File: config.mk
export PLATFORM = sky130hd
export DESIGN_NAME = config_text_normalizer_top
export DESIGN_NICKNAME = d
export VERILOG_FILES = /design/src/ctn_pkg.sv /design/src/ctn_step.sv /design/src/ctn_outq.sv /design/src/config_text_normalizer_top.sv
export SDC_FILE = /design/constraint.sdc
export NUM_CORES = 1
export LEC_CHECK = 0
export ABC_AREA = 1
export BUFFER_PORTS_ARGS = -buffer_cell sky130_fd_sc_hd__buf_2
export CORE_MARGIN = 2
export CORE_UTILIZATION = 65
export CTS_CLUSTER_DIAMETER = 150
export DETAILED_ROUTE_END_ITERATION = 12
export PLACE_DENSITY = 0.85
export SYNTH_ARGS = -nofsm -noshare
export SYNTH_HDL_FRONTEND = slang
export SYNTH_HIERARCHICAL = 1
export SYNTH_SLANG_ARGS = --single-unit
export TNS_END_PERCENT = 30
File: constraint.sdc
create_clock -name clk -period 5.5 [get_ports clk]
set_input_delay 0.275 -clock clk [delete_from_list [all_inputs] [get_ports clk]]
set_output_delay 0.275 -clock clk [all_outputs]
set_load 0.005 [all_outputs]
File: src/ctn_pkg.sv
// Shared types and constants for the config text normalizer.
`timescale 1ns / 1ps

package ctn_pkg;

  localparam int LENGTH_BITS_DEF = 20;
  localparam int CFG_IDX_BITS    = 2;
  localparam int CFG_DATA_BITS   = 8;

  // Configuration register indexes.
  localparam logic [CFG_IDX_BITS-1:0] CFG_COMMENT_A = 2'd0;
  localparam logic [CFG_IDX_BITS-1:0] CFG_COMMENT_B = 2'd1;
  localparam logic [CFG_IDX_BITS-1:0] CFG_COMMENT_C = 2'd2;
  localparam logic [CFG_IDX_BITS-1:0] CFG_COMMENT_D = 2'd3;

  localparam logic [7:0] COMMENT_A_RST = 8'd59;
  localparam logic [7:0] COMMENT_B_RST = 8'd35;
  localparam logic [7:0] COMMENT_C_RST = 8'd0;
  localparam logic [7:0] COMMENT_D_RST = 8'd0;

  localparam logic [7:0] CH_NUL = 8'h00;
  localparam logic [7:0] CH_TAB = 8'h09;
  localparam logic [7:0] CH_NL  = 8'h0A;
  localparam logic [7:0] CH_SP  = 8'h20;
  localparam logic [7:0] CH_BSL = 8'h5C;

  typedef enum logic [1:0] {
    MODE_START   = 2'd0,
    MODE_COMMENT = 2'd1,
    MODE_LINE    = 2'd2
  } ctn_mode_t;

  // One result entry, without its length.
  typedef struct packed {
    logic [7:0] data;
    logic       last;
    logic       term;
  } ctn_ent_t;

  // Results that one input byte produces.
  typedef struct packed {
    logic [1:0] num;
    ctn_ent_t   e0;
    ctn_ent_t   e1;
  } ctn_push_t;

endpackage

File: src/ctn_step.sv
// Per-byte decode: results and next scan state for one input byte.
`timescale 1ns / 1ps

module ctn_step #(
  parameter int LENGTH_BITS = ctn_pkg::LENGTH_BITS_DEF
) (
  input  logic [7:0]             byte_i,
  input  ctn_pkg::ctn_mode_t     mode_i,
  input  logic                   held_i,
  input  logic [LENGTH_BITS-1:0] count_i,
  input  logic [7:0]             cmt_a_i,
  input  logic [7:0]             cmt_b_i,
  input  logic [7:0]             cmt_c_i,
  input  logic [7:0]             cmt_d_i,
  output ctn_pkg::ctn_push_t     push_o,
  output logic [LENGTH_BITS-1:0] len_o,
  output ctn_pkg::ctn_mode_t     mode_o,
  output logic                   held_o,
  output logic [LENGTH_BITS-1:0] count_o
);

  localparam logic [LENGTH_BITS-1:0] CountMax = {LENGTH_BITS{1'b1}};

  logic [LENGTH_BITS-1:0] inc1;
  logic [LENGTH_BITS-1:0] inc2;
  logic                   is_cmt;
  ctn_pkg::ctn_ent_t      ent_b;
  ctn_pkg::ctn_ent_t      ent_sp;
  ctn_pkg::ctn_ent_t      ent_bsl;
  ctn_pkg::ctn_ent_t      ent_end;

  assign inc1 = (count_i == CountMax) ? count_i : count_i + 1'b1;
  assign inc2 = (inc1 == CountMax) ? inc1 : inc1 + 1'b1;

  assign is_cmt = (cmt_a_i != ctn_pkg::CH_NUL && byte_i == cmt_a_i) ||
                  (cmt_b_i != ctn_pkg::CH_NUL && byte_i == cmt_b_i) ||
                  (cmt_c_i != ctn_pkg::CH_NUL && byte_i == cmt_c_i) ||
                  (cmt_d_i != ctn_pkg::CH_NUL && byte_i == cmt_d_i);

  assign ent_b   = '{data: byte_i,          last: 1'b0, term: 1'b0};
  assign ent_sp  = '{data: ctn_pkg::CH_SP,  last: 1'b0, term: 1'b0};
  assign ent_bsl = '{data: ctn_pkg::CH_BSL, last: 1'b0, term: 1'b0};
  assign ent_end = '{data: ctn_pkg::CH_NUL, last: 1'b1, term: 1'b1};

  always_comb begin
    push_o  = '0;
    len_o   = '0;
    mode_o  = mode_i;
    held_o  = held_i;
    count_o = count_i;
    case (mode_i)
      ctn_pkg::MODE_LINE: begin
        if (held_i) begin
          held_o = 1'b0;
          if (byte_i == ctn_pkg::CH_NL) begin
            // Line continuation: the backslash turns into a space.
            push_o.num     = 2'd1;
            push_o.e0      = ent_sp;
            push_o.e0.last = 1'b1;
            mode_o         = ctn_pkg::MODE_START;
            count_o        = inc1;
          end else if (byte_i == ctn_pkg::CH_NUL) begin
            push_o.num = 2'd2;
            push_o.e0  = ent_sp;
            push_o.e1  = ent_end;
            len_o      = inc1;
            mode_o     = ctn_pkg::MODE_START;
            count_o    = '0;
          end else if (byte_i == ctn_pkg::CH_BSL) begin
            push_o.num     = 2'd1;
            push_o.e0      = ent_bsl;
            push_o.e0.last = 1'b1;
            held_o         = 1'b1;
            count_o        = inc1;
          end else begin
            push_o.num     = 2'd2;
            push_o.e0      = ent_bsl;
            push_o.e1      = ent_b;
            push_o.e1.last = 1'b1;
            count_o        = inc2;
          end
        end else if (byte_i == ctn_pkg::CH_NUL) begin
          push_o.num = 2'd1;
          push_o.e0  = ent_end;
          len_o      = count_i;
          mode_o     = ctn_pkg::MODE_START;
          count_o    = '0;
        end else if (byte_i == ctn_pkg::CH_BSL) begin
          held_o = 1'b1;
        end else begin
          push_o.num     = 2'd1;
          push_o.e0      = ent_b;
          push_o.e0.last = 1'b1;
          count_o        = inc1;
          if (byte_i == ctn_pkg::CH_NL) begin
            mode_o = ctn_pkg::MODE_START;
          end
        end
      end
      ctn_pkg::MODE_COMMENT: begin
        if (byte_i == ctn_pkg::CH_NUL) begin
          push_o.num = 2'd1;
          push_o.e0  = ent_end;
          len_o      = count_i;
          mode_o     = ctn_pkg::MODE_START;
          held_o     = 1'b0;
          count_o    = '0;
        end else if (byte_i == ctn_pkg::CH_NL) begin
          mode_o = ctn_pkg::MODE_START;
        end
      end
      default: begin
        // Line start; the unused mode code behaves the same way.
        mode_o = ctn_pkg::MODE_START;
        if (byte_i == ctn_pkg::CH_NUL) begin
          push_o.num = 2'd1;
          push_o.e0  = ent_end;
          len_o      = count_i;
          held_o     = 1'b0;
          count_o    = '0;
        end else if (byte_i == ctn_pkg::CH_NL || byte_i == ctn_pkg::CH_SP ||
                     byte_i == ctn_pkg::CH_TAB) begin
          mode_o = ctn_pkg::MODE_START;
        end else if (is_cmt) begin
          mode_o = ctn_pkg::MODE_COMMENT;
        end else if (byte_i == ctn_pkg::CH_BSL) begin
          mode_o = ctn_pkg::MODE_LINE;
          held_o = 1'b1;
        end else begin
          mode_o         = ctn_pkg::MODE_LINE;
          push_o.num     = 2'd1;
          push_o.e0      = ent_b;
          push_o.e0.last = 1'b1;
          count_o        = inc1;
        end
      end
    endcase
  end

endmodule

File: src/ctn_outq.sv
// Two-entry result buffer that drives the output channel.
`timescale 1ns / 1ps

module ctn_outq #(
  parameter int LENGTH_BITS = ctn_pkg::LENGTH_BITS_DEF
) (
  input  logic                   clk,
  input  logic                   rst_n,
  input  logic                   push_i,
  input  ctn_pkg::ctn_push_t     push_data_i,
  input  logic [LENGTH_BITS-1:0] push_len_i,
  output logic                   room_o,
  output logic                   out_valid,
  input  logic                   out_ready,
  output logic [7:0]             out_byte,
  output logic                   out_run_last,
  output logic                   out_text_end,
  output logic [LENGTH_BITS-1:0] out_text_length
);

  logic [1:0]             cnt_r, cnt_nxt;
  ctn_pkg::ctn_ent_t      slot0_r, slot0_nxt;
  ctn_pkg::ctn_ent_t      slot1_r, slot1_nxt;
  logic [LENGTH_BITS-1:0] len_r, len_nxt;
  logic                   pop;

  assign pop       = out_valid && out_ready;
  // New results may enter once the head slot empties in this cycle.
  assign room_o    = (cnt_r == 2'd0) || (cnt_r == 2'd1 && out_ready);
  assign out_valid = (cnt_r != 2'd0);

  assign out_byte        = slot0_r.data;
  assign out_run_last    = slot0_r.last;
  assign out_text_end    = slot0_r.term;
  assign out_text_length = slot0_r.term ? len_r : '0;

  always_comb begin
    cnt_nxt   = cnt_r;
    slot0_nxt = slot0_r;
    slot1_nxt = slot1_r;
    len_nxt   = len_r;
    if (push_i) begin
      cnt_nxt   = push_data_i.num;
      slot0_nxt = push_data_i.e0;
      slot1_nxt = push_data_i.e1;
      len_nxt   = push_len_i;
    end else if (pop) begin
      cnt_nxt   = cnt_r - 2'd1;
      slot0_nxt = slot1_r;
    end
  end

  always_ff @(posedge clk) begin
    if (!rst_n) begin
      cnt_r <= 2'd0;
    end else begin
      cnt_r <= cnt_nxt;
    end
    slot0_r <= slot0_nxt;
    slot1_r <= slot1_nxt;
    len_r   <= len_nxt;
  end

endmodule

File: src/config_text_normalizer_top.sv
// Top level of the config text normalizer.
`timescale 1ns / 1ps

// Strips leading blanks and comment lines from a zero-terminated text stream,
// joins backslash-continued lines and ends each text with a zero byte that
// carries the saturating count of bytes emitted before it. One input byte is
// taken per cycle while it makes at most one result and out_ready is high; a
// byte with two results (held backslash, then another byte or the terminator)
// stalls input as they leave one at a time via the two-entry output buffer.
// Results appear in the cycle after the input transfer. The user must write
// comment characters via the cfg port while the block is idle (unchecked).
module config_text_normalizer_top #(
  parameter int LENGTH_BITS = ctn_pkg::LENGTH_BITS_DEF
) (
  input  logic                             clk,
  input  logic                             rst_n,
  input  logic                             in_valid,
  output logic                             in_ready,
  input  logic [7:0]                       in_byte,
  output logic                             out_valid,
  input  logic                             out_ready,
  output logic [7:0]                       out_byte,
  output logic                             out_run_last,
  output logic                             out_text_end,
  output logic [LENGTH_BITS-1:0]           out_text_length,
  input  logic                             cfg_wr_en,
  input  logic [ctn_pkg::CFG_IDX_BITS-1:0] cfg_index,
  input  logic [ctn_pkg::CFG_DATA_BITS-1:0] cfg_wdata
);

  logic [7:0]             cmt_a_r, cmt_b_r, cmt_c_r, cmt_d_r;
  ctn_pkg::ctn_mode_t     mode_r, mode_nxt;
  logic                   held_r, held_nxt;
  logic [LENGTH_BITS-1:0] count_r, count_nxt;
  ctn_pkg::ctn_push_t     push_data;
  logic [LENGTH_BITS-1:0] push_len;
  logic                   room;
  logic                   accept;

  assign in_ready = room;
  assign accept   = in_valid && room;

  ctn_step #(.LENGTH_BITS(LENGTH_BITS)) u_step (
    .byte_i  (in_byte),
    .mode_i  (mode_r),
    .held_i  (held_r),
    .count_i (count_r),
    .cmt_a_i (cmt_a_r),
    .cmt_b_i (cmt_b_r),
    .cmt_c_i (cmt_c_r),
    .cmt_d_i (cmt_d_r),
    .push_o  (push_data),
    .len_o   (push_len),
    .mode_o  (mode_nxt),
    .held_o  (held_nxt),
    .count_o (count_nxt)
  );

  ctn_outq #(.LENGTH_BITS(LENGTH_BITS)) u_outq (
    .clk             (clk),
    .rst_n           (rst_n),
    .push_i          (accept),
    .push_data_i     (push_data),
    .push_len_i      (push_len),
    .room_o          (room),
    .out_valid       (out_valid),
    .out_ready       (out_ready),
    .out_byte        (out_byte),
    .out_run_last    (out_run_last),
    .out_text_end    (out_text_end),
    .out_text_length (out_text_length)
  );

  always_ff @(posedge clk) begin
    if (!rst_n) begin
      mode_r  <= ctn_pkg::MODE_START;
      held_r  <= 1'b0;
      count_r <= '0;
    end else if (accept) begin
      mode_r  <= mode_nxt;
      held_r  <= held_nxt;
      count_r <= count_nxt;
    end
  end

  always_ff @(posedge clk) begin
    if (!rst_n) begin
      cmt_a_r <= ctn_pkg::COMMENT_A_RST;
      cmt_b_r <= ctn_pkg::COMMENT_B_RST;
      cmt_c_r <= ctn_pkg::COMMENT_C_RST;
      cmt_d_r <= ctn_pkg::COMMENT_D_RST;
    end else if (cfg_wr_en) begin
      case (cfg_index)
        ctn_pkg::CFG_COMMENT_A: cmt_a_r <= cfg_wdata;
        ctn_pkg::CFG_COMMENT_B: cmt_b_r <= cfg_wdata;
        ctn_pkg::CFG_COMMENT_C: cmt_c_r <= cfg_wdata;
        ctn_pkg::CFG_COMMENT_D: cmt_d_r <= cfg_wdata;
        default: begin
        end
      endcase
    end
  end

endmodule

# Word level (Yosys, flattened, before mapping)
# Cells that the tools add are included.
# W data, S select, Z words.
totals:
  input_bits: 23
  out_inout_bits: 32
  register_bits: 97
  wordCells: 129
op_classes:
  n_eq_ne: 21
  n_bitwise: 2
  addsub: 3
  n_reduce_logical: 32
  mux: 56
op_table:
  columns: ["op", "count"]
  rows:
  - ["$mux W20", 18]
  - ["$mux W12", 7]
  - ["$add A20 B1 Y20 const B", 2]
  - ["$eq A20 B20 Y1 const B", 2]
  - ["$pmux W20 S2", 1]
  - ["$eq A8 B8 Y1", 4]
  - ["$reduce_bool A8 Y1", 4]
  - ["$mux W10", 3]
  - ["$mux W2", 12]
  - ["$pmux W12 S2", 1]
  - ["$mux W11", 2]
  - ["$mux W22", 1]
  - ["$eq A8 B4 Y1 const B", 2]
  - ["$mux W1", 9]
  - ["$eq A8 B6 Y1 const B", 1]
  - ["$eq A8 B7 Y1 const B", 1]
  - ["$logic_not A8 Y1", 1]
  - ["$reduce_and A2 Y1", 4]
  - ["$logic_and A1 B1 Y1", 7]
  - ["$eq A2 B1 Y1 const B", 3]
  - ["$eq A2 B2 Y1 const B", 3]
  - ["$logic_or A1 B1 Y1", 6]
  - ["$reduce_and A5 Y1", 1]
  - ["$reduce_or A5 Y1", 1]
  - ["other kinds (15)", 18]

# Longest topological paths before layout
depth:
  word_depth: 10
  depth_mapped: 27

# By module
# The synthesis kept the hierarchy.
modules_own_cells:
  columns: ["module", "n_inst", "cells_per_inst", "seq_area_each_um2", "area_per_inst_um2"]
  rows:
  - ["ctn_step", 1, 779, 0.0, 3731.1]
  - ["config_text_normalizer_top", 1, 293, 1101.1, 2124.5]
  - ["ctn_outq", 1, 141, 1241.2, 1640.3]

# Worst setup path after synthesis
# Ideal clock, no wire load.
synth_path:
  path_type: "reg-to-reg"
  start: "register count_r[1]"
  end: "register count_r[4]"
  setup_ns: 0.116
  stages_incl_launch_ff: 23
  path_slack_ns: 2.468
  arrival_time_ns: 2.916
  cell_sequence: "dfxtp_1 ha_1 nand3_1 nor2_2 nand3_2 buf_4 xor2_1 ha_1 nand2_1 inv_1 nand2_2 nor2_2 nand3_2 buf_6 nand2_1 xor2_1 nand2_1 nand3_1 nand2_1 nand2_1 nand2_1 o21ai_0 nor2_1"
synth_via:
  elab_chain_cells: 9
  word_cells_on_any_way: 16
synth_lines:
  columns: ["item", "line", "source"]
  rows:
  - ["start: declaration", "config_text_normalizer_top.sv:34", "logic [LENGTH_BITS-1:0] count_r, count_nxt;"]
  - ["start signal: assignment", "config_text_normalizer_top.sv:82", "count_r <= count_nxt;"]
  - ["$add A20 B1 Y20 / $eq A20 B20 Y1 (equally long branches)", "ctn_step.sv:32", "assign inc1 = (count_i == CountMax) ? count_i : count_i + 1'b1;"]
  - ["$mux W20 (*)", "ctn_step.sv:32", null]
  - ["$add A20 B1 Y20 / $eq A20 B20 Y1 (equally long branches)", "ctn_step.sv:33", "assign inc2 = (inc1 == CountMax) ? inc1 : inc1 + 1'b1;"]
  - ["$mux W20", "ctn_step.sv:33", null]
  - ["$mux W20", "ctn_step.sv:69", "end else if (byte_i == ctn_pkg::CH_BSL) begin"]
  - ["$mux W20", "ctn_step.sv:62", "end else if (byte_i == ctn_pkg::CH_NUL) begin"]
  - ["$mux W20", "ctn_step.sv:55", "if (byte_i == ctn_pkg::CH_NL) begin"]
  - ["$mux W20", "ctn_step.sv:53", "if (held_i) begin"]
  - ["$pmux W20 S2 (*)", "ctn_step.sv:51", "case (mode_i)"]
  - ["named net count_nxt[4]", "config_text_normalizer_top.sv:34", null]
# The timed path passes the listed nets; every way through them passes the cells marked *. The select of a mux whose other input is x is not followed.
# A chain may end at the register's enable or synchronous reset.

# Worst setup path in the final report
layout_path:
  start: "register count_r[0]"
  end: "register count_r[8]"
# The elaborated chain is that of the path after synthesis.

==> flow_metrics.env <==
export IMPL_grt_pass1_vias=7164
export IMPL_gr_total_overflow=0
export IMPL_clk_latency_ns=0.36
export IMPL_cp_top_family="simple AND/OR/NAND/NOR gates"
export IMPL_die_w_um=111
export IMPL_drv_slew=0
export IMPL_worstHoldPathCells=3
export IMPL_fmax_mhz=232
export IMPL_cpMostUsedCell="nand2_1"
export IMPL_r2r_start="count_r[0]$_SDFFE_PN0P_"
export IMPL_drv_cap=0
export IMPL_first_iter_violations=1235
export IMPL_worstPathMaxFanout=21
export IMPL_core_area_um2=11300
export IMPL_vias_per_cell=6.02
export IMPL_placed_cells=1359
export IMPL_cts_tree="built"
export IMPL_maxSlewHeadroom_pct=28.0
export IMPL_yosys_warnings=6
export IMPL_grt_busiest_layer="met2"
export IMPL_cts_buffer_depth=2
export IMPL_grt_pass1_wl_um=37600
export IMPL_synth_compound_area_share_pct=13.6
export IMPL_drc=0
export IMPL_synthesis_nets=1242
export IMPL_grt_max_degree=58
export IMPL_portBuffers=54
export IMPL_critPathMaxStageDelay_ns=0.52
export IMPL_vdd_drop_max_mv=0.414
export IMPL_diodes=0
export IMPL_syn_area_um2=7500
export IMPL_crit_arrival_ns=4.57
export IMPL_end_kind="flop"
export IMPL_dr_pass1_iters=6
export IMPL_initial_core_util_pct=66.2
export IMPL_clkTransAtPathRegs_ns=0.07
export IMPL_grt_use_met3_pct=8.98
export IMPL_synthAdderAreaFrac_pct=1.00
export IMPL_wl_per_cell_um=17.1
export IMPL_dp_hpwl_um=16700
export IMPL_power_density_nw_per_um2=406
export IMPL_gp_congestion=1.02
export IMPL_synthCells=1213
export IMPL_instances_no_fill=1375
export IMPL_fin_nets=1256
export IMPL_ant_nets=0
export IMPL_tightest_slew_ns=1.08
export IMPL_fin_ws_ns=1.18
export IMPL_cts_root_buf="clkbuf_16"
export IMPL_synthMuxAreaShare_pct=0
export IMPL_track_usage_pct=38.1
export IMPL_antenna_found_initial=0
export IMPL_synth_edff_count=40
export IMPL_cts_made_buffers=9
export IMPL_min_period_over_period_pct=78.5
export IMPL_p_leak_nw=3.79
export IMPL_cp_num_buf_inv=1
export IMPL_ios=55
export IMPL_cts_sinks=97
export IMPL_hp_start="cfg_wdata[6]"
export IMPL_seqPwrFrac_pct=34.6
export IMPL_worstSetupPathType="flop to flop"
export IMPL_p_clk_share_pct=20.8
export IMPL_design_area_um2=8020
export IMPL_row_count=39
export IMPL_cp_slowest_cell="xor2_1"
export IMPL_yosys_register_bits=97
export IMPL_hold_class="input port to flop"
export IMPL_placed_cell_area_um2=7700
export IMPL_syn_avg_cell_area_um2=6.18
export IMPL_yosys_area_share_xor_xnor_pct=2.10
export IMPL_switching_share_pct=45.8
export IMPL_final_layout_size_suffix_gt1_share_pct=11.4
export IMPL_crit_chain="ha_1 > nand3_1 > nor2_2 > nand3_2 > xor2_1 > ha_1 > nand2_1 > inv_1 > nand2_2 > nor2_2 > nand3_2 > nand2_1 > nor2_1 > nand2_1 > nand3_1 > nand3_1 > nand2_1 > nand2_1 > nand2_1 > o21ai_0 > nor2_1"
export IMPL_drt_total_wl_um=23500
export IMPL_multi_input_area_um2=4280
export IMPL_status="complete, no violations"
export IMPL_r2r_end="count_r[8]$_SDFFE_PN0P_"
export IMPL_rsz0062_at_grt="false"
export IMPL_yosys_area_share_simple_pct=40.2
export IMPL_cts_resized=0
export IMPL_ys_flop_type="dfxtp_1"
export IMPL_die_area_um2=12400
export IMPL_synth_top_family_by_area="simple AND/OR/NAND/NOR gates"
export IMPL_setup_violations=0
export IMPL_intPower_mw=1.76
export IMPL_area_growth_pct=6.96
export IMPL_htree_levels=3
export IMPL_gr_usage_met1_pct=55.6
export IMPL_comb_power_share_pct=44.6
export IMPL_startpoint_type="flop"
export IMPL_synth_seq_area_share_pct=31.2
export IMPL_post_place_ws_ns=1.33
export IMPL_vias=8276
export IMPL_fin_crit_ns=4.32
export IMPL_final_hold_viol_count=0
export IMPL_nFillCells=1008
export IMPL_r2r_setup_slack_ns=1.18
export IMPL_post_cts_setup_buffer_count=0
export IMPL_synth_distinct_cells=43
export IMPL_groute_layer_met2_usage_pct=56.3
export IMPL_skew_ns=0.0112
export IMPL_synthArstFlopShare_pct=0
export IMPL_worstRegToRegCells=21
export IMPL_timing_setup_tns_ns=0
export IMPL_switching_power_mw=1.49
export IMPL_regArea_um2=2340
export IMPL_crit_required_ns=5.76
export IMPL_cts_hold_buf=0
export IMPL_dieHeight_um=111
export IMPL_hold_end="cmt_c_r[6]$_SDFFE_PN0P_"
stage by stage:
stage | hold slack, ns | total power [mW] | util (%)
floorplan | 0.395 | 2.10 | -
global placement | 0.466 | 2.50 | 68.0
detailed placement | 0.485 | 2.53 | 68.0
CTS | 0.197 | 3.21 | 70.8
global route | 0.229 | 3.46 | 70.8
finish | 0.206 | 3.26 | 70.8
final cells by class:
class / instances / area share [%]
Tap cell: 143 / 2.23
Clock buffer: 9 / 2.81
Inverter: 156 / 7.30
Clock inverter: 7 / 1.15
Timing Repair Buffer: 60 / 3.93
Sequential cell: 97 / 29.2
Multi-Input combinational cell: 903 / 53.4
synth_stat cells (6+ instances only):
cell	number	area, µm²
clkbuf_1	25	93.8
nand3_2	6	60.1
or2_2	9	56.3
nor4_1	12	75.1
nand2_2	11	68.8
o22ai_1	17	106
inv_1	135	507
nand3_1	75	375
nor3_1	19	95.1
edfxtp_1	40	1200
nor2_2	6	37.5
buf_2	20	100
o211ai_1	20	150
dfxtp_1	57	1140
inv_2	19	71.3
a21oi_1	25	125
o21ai_0	90	450
o21ai_1	9	45.0
xor2_1	13	114
nor2_1	173	649
ha_1	6	75.1
nand4_1	21	131
buf_4	6	45.0
nand2_1	357	1340
logic make-up (layout without fill, tap and decap cells):
family / count (synthesis) / in the layout
buffers and inverters: 213 / 232
DFF: 97 / 97
and+or+nand+nor: 699 / 699
AOI/OAI and AO/OA: 180 / 180
xor gates and xnor gates: 18 / 18
adders and majority gates: 6 / 6
tightest hold or removal path: stages:
cell,delay (ns)
buf_2,0.12
nor2_1,0.05
nor2_1,0.08
per-layer routing:
layer	up-vias	wire (µm)	part of all wire [%]
met5	-	0	0
met4	0	629	2.7
met3	52	3390	14
met2	582	9830	42
met1	3686	9650	41
li1	3956	-	-
cell usage in the layout (no fill, tap or decap), types with 7 or more instances in the layout:
| cell type | count |
|---|---|
| o21ai_0 | 90 |
| clkbuf_16 | 9 |
| nand2_1 | 357 |
| nand4_1 | 21 |
| nand2_2 | 11 |
| nor2_2 | 7 |
| a21oi_1 | 25 |
| inv_1 | 134 |
| o211ai_1 | 20 |
| nor2_1 | 171 |
| dfxtp_1 | 57 |
| o21ai_1 | 9 |
| or2_2 | 9 |
| edfxtp_1 | 40 |
| buf_2 | 54 |
| xor2_1 | 13 |
| nor4_1 | 12 |
| nor3_1 | 19 |
| o22ai_1 | 17 |
| nand3_1 | 75 |
| inv_2 | 20 |
state kept, by name (all words and copies together), names as in the netlist:
signal / count
u_outq/out_text_end: 1
count_r: 20
u_outq/out_byte: 8
cmt_b_r: 8
u_outq/cnt_r: 2
cmt_a_r: 8
u_outq/slot1_r: 10
u_outq/len_r: 20
mode_r: 2
cmt_c_r: 8
held_r: 1
cmt_d_r: 8
u_outq/out_run_last: 1
how the worst max path moves through the flow:
stage,from,endpoint,slack (ns),cells past startpoint
final,count_r[0]$_SDFFE_PN0P_,count_r[8]$_SDFFE_PN0P_,1.18,21
after global routing,count_r[0]$_SDFFE_PN0P_,count_r[2]$_SDFFE_PN0P_,0.82,22
after CTS,count_r[0]$_SDFFE_PN0P_,count_r[8]$_SDFFE_PN0P_,1.30,21
after detailed placement,count_r[0]$_SDFFE_PN0P_,count_r[8]$_SDFFE_PN0P_,1.33,21
after global placement,count_r[0]$_SDFFE_PN0P_,count_r[2]$_SDFFE_PN0P_,1.45,21
after floorplan,count_r[1]$_SDFFE_PN0P_,count_r[4]$_SDFFE_PN0P_,2.47,22
power groups by stage:
stage | clock (mW) | sequential (mW) | combinational [mW]
after detailed placement | 0 | 1.14 | 1.40
after global placement | 0 | 1.13 | 1.37
final | 0.677 | 1.13 | 1.45
after floorplan | 0 | 1.07 | 1.02
after global routing | 0.708 | 1.15 | 1.61
after CTS | 0.682 | 1.12 | 1.41
Note: power is estimated with default switching activity, not from simulation.
